**config.mk**
```make
export PLATFORM = sky130hd
export DESIGN_NAME = clock_with_alarm_slots_unit
export DESIGN_NICKNAME = d
export VERILOG_FILES = /design/src/hw/rtl/cwas_pkg.sv /design/src/hw/rtl/cwas_time.sv /design/src/hw/rtl/cwas_slot_ram.sv /design/src/hw/rtl/cwas_ctrl.sv /design/src/hw/rtl/clock_with_alarm_slots_unit.sv
export SDC_FILE = /design/constraint.sdc
export NUM_CORES = 1
export LEC_CHECK = 0
export BUFFER_PORTS_ARGS = -buffer_cell sky130_fd_sc_hd__clkbuf_2
export CAP_MARGIN = 30
export CORE_UTILIZATION = 55
export CTS_CLUSTER_DIAMETER = 100
export DETAILED_ROUTE_END_ITERATION = 7
export PLACE_DENSITY = 0.73
export SLEW_MARGIN = 20
export SYNTH_ARGS = -nofsm -noshare
export SYNTH_HDL_FRONTEND = slang
export SYNTH_HIERARCHICAL = 1
export SYNTH_SLANG_ARGS = --single-unit
```
**constraint.sdc**
```tcl
create_clock -name clk_i -period 9.48 [get_ports clk_i]
set_input_delay 1.422 -clock clk_i [delete_from_list [all_inputs] [get_ports clk_i]]
set_output_delay 1.422 -clock clk_i [all_outputs]
set_load 0.03 [all_outputs]
```
**src/hw/rtl/cwas_pkg.sv**
```systemverilog
// Shared types and constants for the clock with alarm slots block.
`timescale 1ns / 1ps
package cwas_pkg;

  localparam int unsigned SLOTS_DEF  = 8;
  localparam int unsigned SEC_MAX    = 59;
  localparam int unsigned MIN_MAX    = 59;
  localparam int unsigned HOUR_MAX   = 23;

  typedef enum logic [1:0] {
    ACT_TICK = 2'd0,
    ACT_SET  = 2'd1,
    ACT_ADD  = 2'd2,
    ACT_DEL  = 2'd3
  } action_e;

  typedef enum logic [1:0] {
    ST_OK    = 2'd0,
    ST_FULL  = 2'd1,
    ST_RANGE = 2'd2
  } status_e;

  typedef enum logic [2:0] {
    S_IDLE,
    S_ADD,
    S_SCAN,
    S_STAT,
    S_EMIT
  } state_e;

  typedef struct packed {
    action_e     action;
    logic [4:0]  in_hour;
    logic [5:0]  in_minute;
    logic [5:0]  in_second;
    logic [14:0] alarm_id;
  } in_t;

  typedef struct packed {
    logic [4:0]  cur_hour;
    logic [5:0]  cur_minute;
    logic [5:0]  cur_second;
    status_e     status;
    logic        alarm_fired;
    logic [14:0] fired_id;
    logic        last;
  } out_t;

  typedef struct packed {
    logic [4:0] hour;
    logic [5:0] minute;
    logic [5:0] second;
  } time_t;

  // Flags the clock counter raises for the word being accepted.
  typedef struct packed {
    logic wrap;       // tick rolls the seconds over
    logic range_err;  // set time holds an out-of-range field
  } time_evt_t;

  typedef struct packed {
    logic [14:0] id;
    logic [4:0]  hour;
    logic [5:0]  minute;
  } slot_t;

endpackage

```
**src/hw/rtl/cwas_time.sv**
```systemverilog
// Time-of-day counter: tick and load of seconds, minutes and hours.
`timescale 1ns / 1ps
module cwas_time
  import cwas_pkg::*;
(
  input  logic      clk_i,
  input  logic      rst_ni,
  input  logic      accept_i,
  input  in_t       item_i,
  output time_t     time_o,
  output time_evt_t evt_o
);

  logic [5:0] sec_q, sec_d;
  logic [5:0] min_q, min_d;
  logic [4:0] hour_q, hour_d;

  always_comb begin
    evt_o.wrap      = (item_i.action == ACT_TICK) && (sec_q >= 6'(SEC_MAX));
    evt_o.range_err = (item_i.in_hour > 5'(HOUR_MAX)) || (item_i.in_minute > 6'(MIN_MAX)) ||
                      (item_i.in_second > 6'(SEC_MAX));
  end

  always_comb begin
    sec_d  = sec_q;
    min_d  = min_q;
    hour_d = hour_q;
    if (accept_i) begin
      case (item_i.action)
        ACT_TICK: begin
          if (sec_q >= 6'(SEC_MAX)) begin
            sec_d = '0;
            if (min_q >= 6'(MIN_MAX)) begin
              min_d  = '0;
              hour_d = (hour_q >= 5'(HOUR_MAX)) ? '0 : hour_q + 5'd1;
            end else begin
              min_d = min_q + 6'd1;
            end
          end else begin
            sec_d = sec_q + 6'd1;
          end
        end
        ACT_SET: begin
          if (!evt_o.range_err) begin
            sec_d  = item_i.in_second;
            min_d  = item_i.in_minute;
            hour_d = item_i.in_hour;
          end
        end
        default: ;
      endcase
    end
  end

  always_ff @(posedge clk_i or negedge rst_ni) begin
    if (!rst_ni) begin
      sec_q  <= '0;
      min_q  <= '0;
      hour_q <= '0;
    end else begin
      sec_q  <= sec_d;
      min_q  <= min_d;
      hour_q <= hour_d;
    end
  end

  assign time_o = '{hour: hour_q, minute: min_q, second: sec_q};

endmodule

```
**src/hw/rtl/cwas_slot_ram.sv**
```systemverilog
// Alarm slot store: id, hour and minute per slot, registered read.
`timescale 1ns / 1ps
module cwas_slot_ram
  import cwas_pkg::*;
#(
  parameter int unsigned ALARM_SLOTS = SLOTS_DEF,
  localparam int unsigned PtrW = (ALARM_SLOTS > 1) ? $clog2(ALARM_SLOTS) : 1
) (
  input  logic            clk_i,
  input  logic            we_i,
  input  logic [PtrW-1:0] waddr_i,
  input  slot_t           wdata_i,
  input  logic [PtrW-1:0] raddr_i,
  output slot_t           rdata_o
);

  slot_t mem_q [ALARM_SLOTS];
  slot_t rdata_q;

  always_ff @(posedge clk_i) begin
    if (we_i) begin
      mem_q[waddr_i] <= wdata_i;
    end
    rdata_q <= mem_q[raddr_i];
  end

  assign rdata_o = rdata_q;

endmodule

```
**src/hw/rtl/cwas_ctrl.sv**
```systemverilog
// Sequencer: walks the slots for add, delete and alarm match, then emits results.
`timescale 1ns / 1ps
module cwas_ctrl
  import cwas_pkg::*;
#(
  parameter int unsigned ALARM_SLOTS = SLOTS_DEF,
  localparam int unsigned PtrW = (ALARM_SLOTS > 1) ? $clog2(ALARM_SLOTS) : 1,
  localparam int unsigned CntW = $clog2(ALARM_SLOTS + 1)
) (
  input  logic            clk_i,
  input  logic            rst_ni,
  input  logic            start,
  output logic            busy,
  input  in_t             item_i,
  input  time_t           time_i,
  input  time_evt_t       evt_i,
  output logic            ram_we_o,
  output logic [PtrW-1:0] ram_waddr_o,
  output slot_t           ram_wdata_o,
  output logic [PtrW-1:0] ram_raddr_o,
  input  slot_t           ram_rdata_i,
  output logic            result_valid_o,
  output out_t            result_o
);

  state_e                 state_q, state_d;
  in_t                    item_q, item_d;
  status_e                status_q, status_d;
  logic [ALARM_SLOTS-1:0] valid_q, valid_d;
  logic [ALARM_SLOTS-1:0] fire_q, fire_d;
  logic [ALARM_SLOTS-1:0] fire_rest;
  logic [CntW-1:0]        cnt_q, cnt_d;
  logic                   cmp_vld_q, cmp_vld_d;
  logic [PtrW-1:0]        cmp_ptr_q, cmp_ptr_d;
  logic                   out_vld_q, out_vld_d;
  out_t                   out_q, out_d;
  logic                   accept;
  logic                   rd_done;
  logic [PtrW-1:0]        ptr;

  assign busy    = (state_q != S_IDLE);
  assign accept  = start && !busy;
  assign rd_done = (cnt_q == CntW'(ALARM_SLOTS));
  assign ptr     = cnt_q[PtrW-1:0];

  assign ram_raddr_o = ptr;
  assign ram_waddr_o = ptr;
  assign ram_wdata_o = '{id: item_q.alarm_id, hour: item_q.in_hour, minute: item_q.in_minute};

  always_comb begin
    fire_rest            = fire_q;
    fire_rest[cmp_ptr_q] = 1'b0;
  end

  // Next state
  always_comb begin
    state_d = state_q;
    unique case (state_q)
      S_IDLE: begin
        if (accept) begin
          unique case (item_i.action)
            ACT_TICK: state_d = evt_i.wrap ? S_SCAN : S_STAT;
            ACT_SET:  state_d = S_STAT;
            ACT_ADD:  state_d = S_ADD;
            ACT_DEL:  state_d = S_SCAN;
            default:  state_d = S_STAT;
          endcase
        end
      end
      S_ADD: begin
        if (rd_done || !valid_q[ptr]) state_d = S_STAT;
      end
      S_SCAN: begin
        if (rd_done) state_d = S_STAT;
      end
      S_STAT: begin
        state_d = (fire_q != '0) ? S_EMIT : S_IDLE;
      end
      S_EMIT: begin
        if (rd_done) state_d = S_IDLE;
      end
      default: state_d = S_IDLE;
    endcase
  end

  // Datapath and outputs
  always_comb begin
    item_d    = item_q;
    status_d  = status_q;
    valid_d   = valid_q;
    fire_d    = fire_q;
    cnt_d     = cnt_q;
    cmp_vld_d = cmp_vld_q;
    cmp_ptr_d = cmp_ptr_q;
    out_vld_d = 1'b0;
    out_d     = out_q;
    ram_we_o  = 1'b0;

    unique case (state_q)
      S_IDLE: begin
        if (accept) begin
          item_d    = item_i;
          fire_d    = '0;
          cnt_d     = '0;
          cmp_vld_d = 1'b0;
          status_d  = ((item_i.action == ACT_SET) && evt_i.range_err) ? ST_RANGE : ST_OK;
        end
      end
      S_ADD: begin
        if (rd_done) begin
          status_d = ST_FULL;
        end else if (!valid_q[ptr]) begin
          ram_we_o     = 1'b1;
          valid_d[ptr] = 1'b1;
          status_d     = ST_OK;
        end else begin
          cnt_d = cnt_q + CntW'(1);
        end
      end
      S_SCAN, S_EMIT: begin
        // Issue the next read; compare the word read last cycle.
        if (!rd_done) begin
          cnt_d     = cnt_q + CntW'(1);
          cmp_vld_d = 1'b1;
          cmp_ptr_d = ptr;
        end else begin
          cmp_vld_d = 1'b0;
        end
        if (cmp_vld_q) begin
          if (state_q == S_SCAN) begin
            if (item_q.action == ACT_DEL) begin
              if (valid_q[cmp_ptr_q] && (ram_rdata_i.id == item_q.alarm_id)) begin
                valid_d[cmp_ptr_q] = 1'b0;
              end
            end else begin
              if (valid_q[cmp_ptr_q] && (ram_rdata_i.hour == time_i.hour) &&
                  (ram_rdata_i.minute == time_i.minute)) begin
                fire_d[cmp_ptr_q] = 1'b1;
              end
            end
          end else if (fire_q[cmp_ptr_q]) begin
            out_vld_d         = 1'b1;
            out_d             = '{cur_hour: time_i.hour, cur_minute: time_i.minute,
                                  cur_second: time_i.second, status: ST_OK,
                                  alarm_fired: 1'b1, fired_id: ram_rdata_i.id,
                                  last: (fire_rest == '0)};
            fire_d[cmp_ptr_q] = 1'b0;
          end
        end
      end
      S_STAT: begin
        out_vld_d = 1'b1;
        out_d     = '{cur_hour: time_i.hour, cur_minute: time_i.minute,
                      cur_second: time_i.second, status: status_q,
                      alarm_fired: 1'b0, fired_id: '0, last: (fire_q == '0)};
        cnt_d     = '0;
        cmp_vld_d = 1'b0;
      end
      default: ;
    endcase
  end

  always_ff @(posedge clk_i or negedge rst_ni) begin
    if (!rst_ni) begin
      state_q   <= S_IDLE;
      valid_q   <= '0;
      fire_q    <= '0;
      cnt_q     <= '0;
      cmp_vld_q <= 1'b0;
      out_vld_q <= 1'b0;
      status_q  <= ST_OK;
    end else begin
      state_q   <= state_d;
      valid_q   <= valid_d;
      fire_q    <= fire_d;
      cnt_q     <= cnt_d;
      cmp_vld_q <= cmp_vld_d;
      out_vld_q <= out_vld_d;
      status_q  <= status_d;
    end
  end

  always_ff @(posedge clk_i) begin
    item_q    <= item_d;
    cmp_ptr_q <= cmp_ptr_d;
    out_q     <= out_d;
  end

  assign result_valid_o = out_vld_q;
  assign result_o       = out_q;

endmodule

```
**src/hw/rtl/clock_with_alarm_slots_unit.sv**
```systemverilog
// Top level: time-of-day clock with a table of alarm slots.
//
//   channel   ports                          handshake
//   command   start, item_i (in_t)           taken when start && !busy
//   result    result_valid_o, result_o       one-cycle strobe, cannot be held off
//
// Tick without minute change and set time do no table walk; add stops at the first
// empty slot; delete and a tick that rolls the seconds over walk the whole table, and
// the tick walks it again when at least one alarm fires.
// One slot read port walks the table once to find matches and once more to read
// the fired ids; each result is registered and appears in the cycle after the state that makes it.
// Reset clears the clock to midnight and marks every slot empty.
// The receiver takes every result in the cycle it is shown.
`timescale 1ns / 1ps
module clock_with_alarm_slots_unit
  import cwas_pkg::*;
#(
  parameter int unsigned ALARM_SLOTS = SLOTS_DEF
) (
  input  logic clk_i,
  input  logic rst_ni,
  input  logic start,
  output logic busy,
  input  in_t  item_i,
  output logic result_valid_o,
  output out_t result_o
);

  localparam int unsigned PtrW = (ALARM_SLOTS > 1) ? $clog2(ALARM_SLOTS) : 1;

  time_t           cur_time;
  time_evt_t       time_evt;
  logic            ram_we;
  logic [PtrW-1:0] ram_waddr;
  logic [PtrW-1:0] ram_raddr;
  slot_t           ram_wdata;
  slot_t           ram_rdata;

  cwas_time u_time (
    .clk_i    (clk_i),
    .rst_ni   (rst_ni),
    .accept_i (start && !busy),
    .item_i   (item_i),
    .time_o   (cur_time),
    .evt_o    (time_evt)
  );

  cwas_slot_ram #(
    .ALARM_SLOTS (ALARM_SLOTS)
  ) u_ram (
    .clk_i   (clk_i),
    .we_i    (ram_we),
    .waddr_i (ram_waddr),
    .wdata_i (ram_wdata),
    .raddr_i (ram_raddr),
    .rdata_o (ram_rdata)
  );

  cwas_ctrl #(
    .ALARM_SLOTS (ALARM_SLOTS)
  ) u_ctrl (
    .clk_i          (clk_i),
    .rst_ni         (rst_ni),
    .start          (start),
    .busy           (busy),
    .item_i         (item_i),
    .time_i         (cur_time),
    .evt_i          (time_evt),
    .ram_we_o       (ram_we),
    .ram_waddr_o    (ram_waddr),
    .ram_wdata_o    (ram_wdata),
    .ram_raddr_o    (ram_raddr),
    .ram_rdata_i    (ram_rdata),
    .result_valid_o (result_valid_o),
    .result_o       (result_o)
  );

endmodule

```
## Word level (Yosys, flattened, before mapping)

Memories as Yosys holds them, arrays and structs flattened. A register that Yosys moved wholly into a read port is not among the register bits.
Index checks and enable logic that the tools add are counted.

- Register bits after elaboration: 111
- RAM bits: 208
- Output and inout port bits: 38
- Memories: 1

- $add $sub $neg: 4
- $lt $le $gt $ge: 10
- Equality and inequality tests: 33
- Multiplexer cells: 70
- Bitwise logic cells: 6
- Reductions and logical operators: 39

Memory list:

| name | words | width | read ports | clocked after Yosys merged registers in | write ports | line | source |
|---|---|---|---|---|---|---|---|
| u_ram.mem_q | 8 | 26 | 1 | 1 | 1 | cwas_slot_ram.sv:17 | `slot_t mem_q [ALARM_SLOTS];` |

Operators with widths:

| operator | count |
|---|---|
| 2-to-1 mux 36 bit | 3 |
| 2-to-1 mux 8 bit | 12 |
| one-hot mux 36 bit (2 select lines) | 1 |
| one-hot mux 8 bit (2 select lines) | 2 |
| 2-to-1 mux 6 bit | 5 |
| one-hot mux 6 bit (2 select lines) | 2 |
| 2-to-1 mux 5 bit | 4 |
| inequality test 2 x 1 -> 1 bit, second input constant | 10 |
| bitwise AND 8 bit | 2 |
| logical NOT 8 bit | 2 |
| 2-to-1 mux 1 bit | 16 |
| 2-to-1 mux 4 bit | 4 |
| OR 8 bit | 2 |
| one-hot mux 4 bit (4 select lines) | 1 |
| equality test 15 bit | 1 |
| 2-to-1 mux 3 bit | 5 |
| one-hot mux 3 bit (5 select lines) | 1 |
| inequality test 2 bit, second input constant | 7 |
| adder 6 x 1 -> 6 bit, second input constant | 2 |
| >= comparator 6 bit, second input constant | 2 |
| > comparator 6 bit, second input constant | 2 |
| one-hot mux 3 bit (4 select lines) | 1 |
| AND reduction 4 bit | 3 |
| one-hot mux 5 bit (2 select lines) | 1 |
| other kinds (40) | 71 |

## Longest topological paths before layout

- Depth in word-level cells: 11
- Mapped depth: 9

## Modules after synthesis

Netlist, hierarchy kept.

By module, submodules not included:

| module | times used | cells each | area an instance (um^2) | sequential area each (um^2) |
|---|---|---|---|---|
| cwas_slot_ram | 1 | 340 | 8563.2 | 6766.5 |
| cwas_ctrl | 1 | 381 | 4574.4 | 2687.6 |
| cwas_time | 1 | 133 | 1239.9 | 425.4 |
| clock_with_alarm_slots_unit | 1 | 1 | 13.8 | 0.0 |

## Least setup slack after synthesis

OpenSTA, ideal clock, no wires.

- Path type: register to register
- Start: register u_ctrl.cnt_q[2]
- End: memory u_ram/mem_q[0][0] (netlist bit), enable pin
- Library setup time: 442 ps
- Data arrival time: 3363 ps
- Setup slack: 5676 ps
- Cell stages (with the launch flop): 8
- Buffers on the path: 1
- Period minus slack after synthesis: 3804 ps
- Path through: dfrtp_1 buf_6 mux2i_1 mux4_2 nand3_1 nor2_1 nand2b_1 nor3_1

- Longest elaborated chain between the ends: 7

RTL lines:

| item | line | source |
|---|---|---|
| start, declared | cwas_ctrl.sv:32 | `logic [CntW-1:0] cnt_q, cnt_d;` |
| start signal, assigned | cwas_ctrl.sv:176 | `cnt_q <= cnt_d;` |
| binary-select mux 1 bit (select 3 bit) | cwas_ctrl.sv:112 | `end else if (!valid_q[ptr]) begin` |
| 2-to-1 mux 1 bit (not written as such) | cwas_ctrl.sv:112 |  |
| 2-to-1 mux 1 bit | cwas_ctrl.sv:112 |  |
| 2-to-1 mux 1 bit (*) | cwas_ctrl.sv:110 | `if (rd_done) begin` |
| 2-to-1 mux 1 bit (*) | cwas_ctrl.sv:99 | `unique case (state_q)` |
| net ram_we | clock_with_alarm_slots_unit.sv:33 | `logic ram_we;` |
| 2-to-1 mux 1 bit (*) | cwas_slot_ram.sv:21 | `if (we_i) begin` |
| 2-to-1 mux 1 bit (not written as such) (*) | cwas_slot_ram.sv:22 | `mem_q[waddr_i] <= wdata_i;` |
| end, declared | cwas_slot_ram.sv:17 |  |

The timed path passes the listed nets; every way through them passes the cells marked *. The select of a mux whose other input is x is not followed.

## Worst setup path in the final report

- Start: register u_ctrl.cnt_q[0]
- End: memory u_ram/mem_q[6][15] (netlist bit), enable pin

The elaborated chain is that of the path after synthesis.

==> qor.yml <==
outcome:
  outcome: "finished, final reports clean"
timing:
  clock_skew_ns: 0.0131
  fmax_mhz: 247
  finalSetupViolations: 0
  timing.max_slew.rel_slack_pct: 42.5
  worst_pin_slew_ns: 0.862
  hold_viol: 0
  final.setup.tns_ns: 0
  rsz0062_at_grt: "false"
  period_needed_ns: 4.05
  period_share_pct: 42.7
  final-max-slew-violation-count: 0
detailed_routing:
  drt-initial-drc-count: 608
  antenna_left: 0
  num_vias: 7615
  drt_first_pass_iters: 5
  drc: 0
  wl_per_cell_um: 21.4
  totalWireLength_um: 27200
  vias_per_cell: 5.99
pwr:
  power_density_nw_per_um2: 283
  ir_drop_uv: 176
  leakage_nw: 5.57
worst_setup_path:
  reg2reg_to: "u_ram/mem_q[6][15]"
  crit_chain: "buf_4, inv_1, ha_1, and3_1, nor2_1, nand2_1, nor2_2, buf_4"
  crit_top_cell: "buf_4"
  slowest_stage: "buf_4"
  worstSetupStartpoint: "u_ctrl/cnt_q[0]"
  r2r-start: "u_ctrl/cnt_q[0]"
  startpoint_type: "flop"
  r2r_cells: 8
  endpoint: "u_ram/mem_q[6][15]"
  worst-path-max-fanout: 53
  worstSetupEndpointType: "flop"
  path_class: "reg2reg"
  cp_data_arrival_time_ns: 4.23
  ff2ff_setup_slack_ns: 5.43
  max_stage_delay_ns: 0.71
  critPathRequiredTime_ns: 9.66
clocking:
  cts_tree: "done"
  clk_latency_ns: 0.51
  clk_pin_slew_worst_paths_ns: 0.06
  root_buffer: "clkbuf_16"
  postCtsSetupRepairBufs: 0
  htreeDepth: 2
  ctsResizeCount: 0
  cts_max_path_buffers: 3
  cts_sinks: 345
  hold_buffers: 0
  cts_buffers: 35
logic_synthesis:
  synth_edf_count: 275
  yosys.cell_types.count: 70
  ys_top_cells_by_count: "edfxtp_1, mux4_1, dfrtp_1"
  yosysMostFrequentCell: "edfxtp_1"
  synthesis.instances: 855
  synth_flop_cell: "edfxtp_1"
  ys_ff_latch: 345
  yosysTopAreaCellShare_pct: 57.4
  synth_nets: 900
  ys_warn_count: 6
  avgSynthCellArea_um2: 16.8
  seq_area_frac_synth_pct: 68.6
  synthArstFlopShare_pct: 12.8
  synth_area_leaders: "edfxtp_1, mux4_1, dfrtp_1"
  yosysTopAreaCell: "edfxtp_1"
  synth_area_um2: 14400
final_layout:
  final_area_um2: 15900
  antennaDiodeCount: 0
  drive_above_1_share_pct: 22.2
  fillers: 1807
  fin_nets: 962
  areaGrowthSynthToFinish_pct: 10.8
global_routing:
  antenna_found_initial: 0
  overflow: 0
  grt_pass1_wl_um: 42900
  grt_pass1_vias: 7503
  grt_max_degree: 63
  track_usage_pct: 21.2
floorplanning:
  dieArea_um2: 26800
  io_pins: 75
  rows: 58
  initial_core_util_pct: 56.7
  coreArea_um2: 25400
  die_x_um: 164
  die_height_um: 164
placed_design:
  place_hpwl_um: 17100
  place.gp.congestion: 0.875
  placedInstanceArea_um2: 14900
  io_buffers: 74
worst_hold_path:
  hold_path.class: "reg2reg"
flow_run:
  cap_violations: 0
stage by stage:
step / hold WS [ns] / util (%) / setup slack [ns] / std cells / total power [mW]
2_1_floorplan: 0.465 / - / 5.68 / 855 / 2.99
3_3_place_gp: 0.485 / 58.5 / 5.60 / 1208 / 3.23
3_5_place_dp: 0.489 / 58.6 / 5.55 / 1209 / 3.26
4_1_cts: 0.507 / 62.7 / 5.46 / 1271 / 4.53
5_1_grt: 0.521 / 62.8 / 5.22 / 1272 / 4.74
6_report: 0.504 / 62.8 / 5.43 / 1272 / 4.51
registers in the layout (all words and copies together), names as in the netlist:
signal and flops:
u_time/sec_q 6, u_ctrl/result_o 36, u_ctrl/state_q 3, u_ctrl/cnt_q 4, u_time/hour_q 5, u_ctrl/cmp_ptr_q 3, u_ctrl/ram_wdata_o 26, u_ctrl/item_q 2
u_time/min_q 6, u_ctrl/cmp_vld_q 1, u_ctrl/result_valid_o 1, u_ram/mem_q 208, u_ctrl/fire_q 8, u_ram/rdata_o 26, u_ctrl/valid_q 8, u_ctrl/status_q 2
report_power, final:
part	internal, mW	switching, mW
registers	1.88	0.224
logic	0.531	0.616
clock network	0.727	0.537
logic make-up (layout without fill, tap and decap cells):
family | after synthesis | after routing | share of synthesized area [%]
fa+ha+maj | 8 | 8 | 0.696
mux | 99 | 99 | 13.3
simple gates | 174 | 174 | 6.42
xor+xnor | 29 | 29 | 1.76
compound gates | 121 | 121 | 5.76
buf+inv | 79 | 166 | 3.46
flops | 345 | 345 | 68.6
layer usage:
| layer | part of all wire, % | GRT usage, % |
|---|---|---|
| met5 | 0 | 0 |
| met2 | 49 | 33.8 |
| met1 | 44 | 30.9 |
| met3 | 5.3 | 3.41 |
| met4 | 1.6 | 5.09 |
area by class of cell:
type / instances / area [um2] / area share, %
clock inverter: 12 / 87.6 / 0.549
sequential: 345 / 9880 / 62.0
clock buffer: 50 / 952 / 5.97
timing repair buffer: 89 / 510 / 3.20
inverter: 15 / 56.3 / 0.353
tap: 330 / 413 / 2.59
multi-input combinational: 431 / 4040 / 25.3
cells in the final DEF (no fill, tap or decap), types with 9 or more instances in the layout:
cell type,count
o21ai_0,38
mux4_2,10
dfxtp_1,26
nand3_1,18
clkbuf_1,13
and2_1,16
xnor2_1,25
mux2_2,35
clkbuf_2,74
clkbuf_16,35
inv_1,15
mux4_1,46
o31ai_1,9
nor3_1,14
a21oi_1,27
dfrtp_1,42
edfxtp_1,275
nand2_1,36
nor2_1,29
buf_4,13
worst max-delay path: cells and delay by family, from the launching register on:
| family | cells | cell delay (ns) |
|---|---|---|
| AND/OR/NAND/NOR | 4 | 1.46 |
| buffers and inverters | 3 | 1.33 |
| flip-flops | 1 | 0.55 |
| adder cells (fa/ha/maj) | 1 | 0.29 |
how the worst min path moves through the flow:
stage | from | to | cells after the start | slack (ns)
2_1_floorplan | u_time/sec_q[1] | u_ctrl/result_o[20] | 0 | 0.46
3_3_place_gp | u_ctrl/status_q[0] | u_ctrl/status_q[0] | 1 | 0.49
3_5_place_dp | u_ctrl/status_q[0] | u_ctrl/status_q[0] | 1 | 0.49
4_1_cts | u_ctrl/status_q[0] | u_ctrl/status_q[0] | 1 | 0.51
5_1_grt | u_ctrl/status_q[0] | u_ctrl/status_q[0] | 1 | 0.52
6_report | u_ctrl/status_q[0] | u_ctrl/status_q[0] | 1 | 0.50
(Power assumes the default switching activity.)
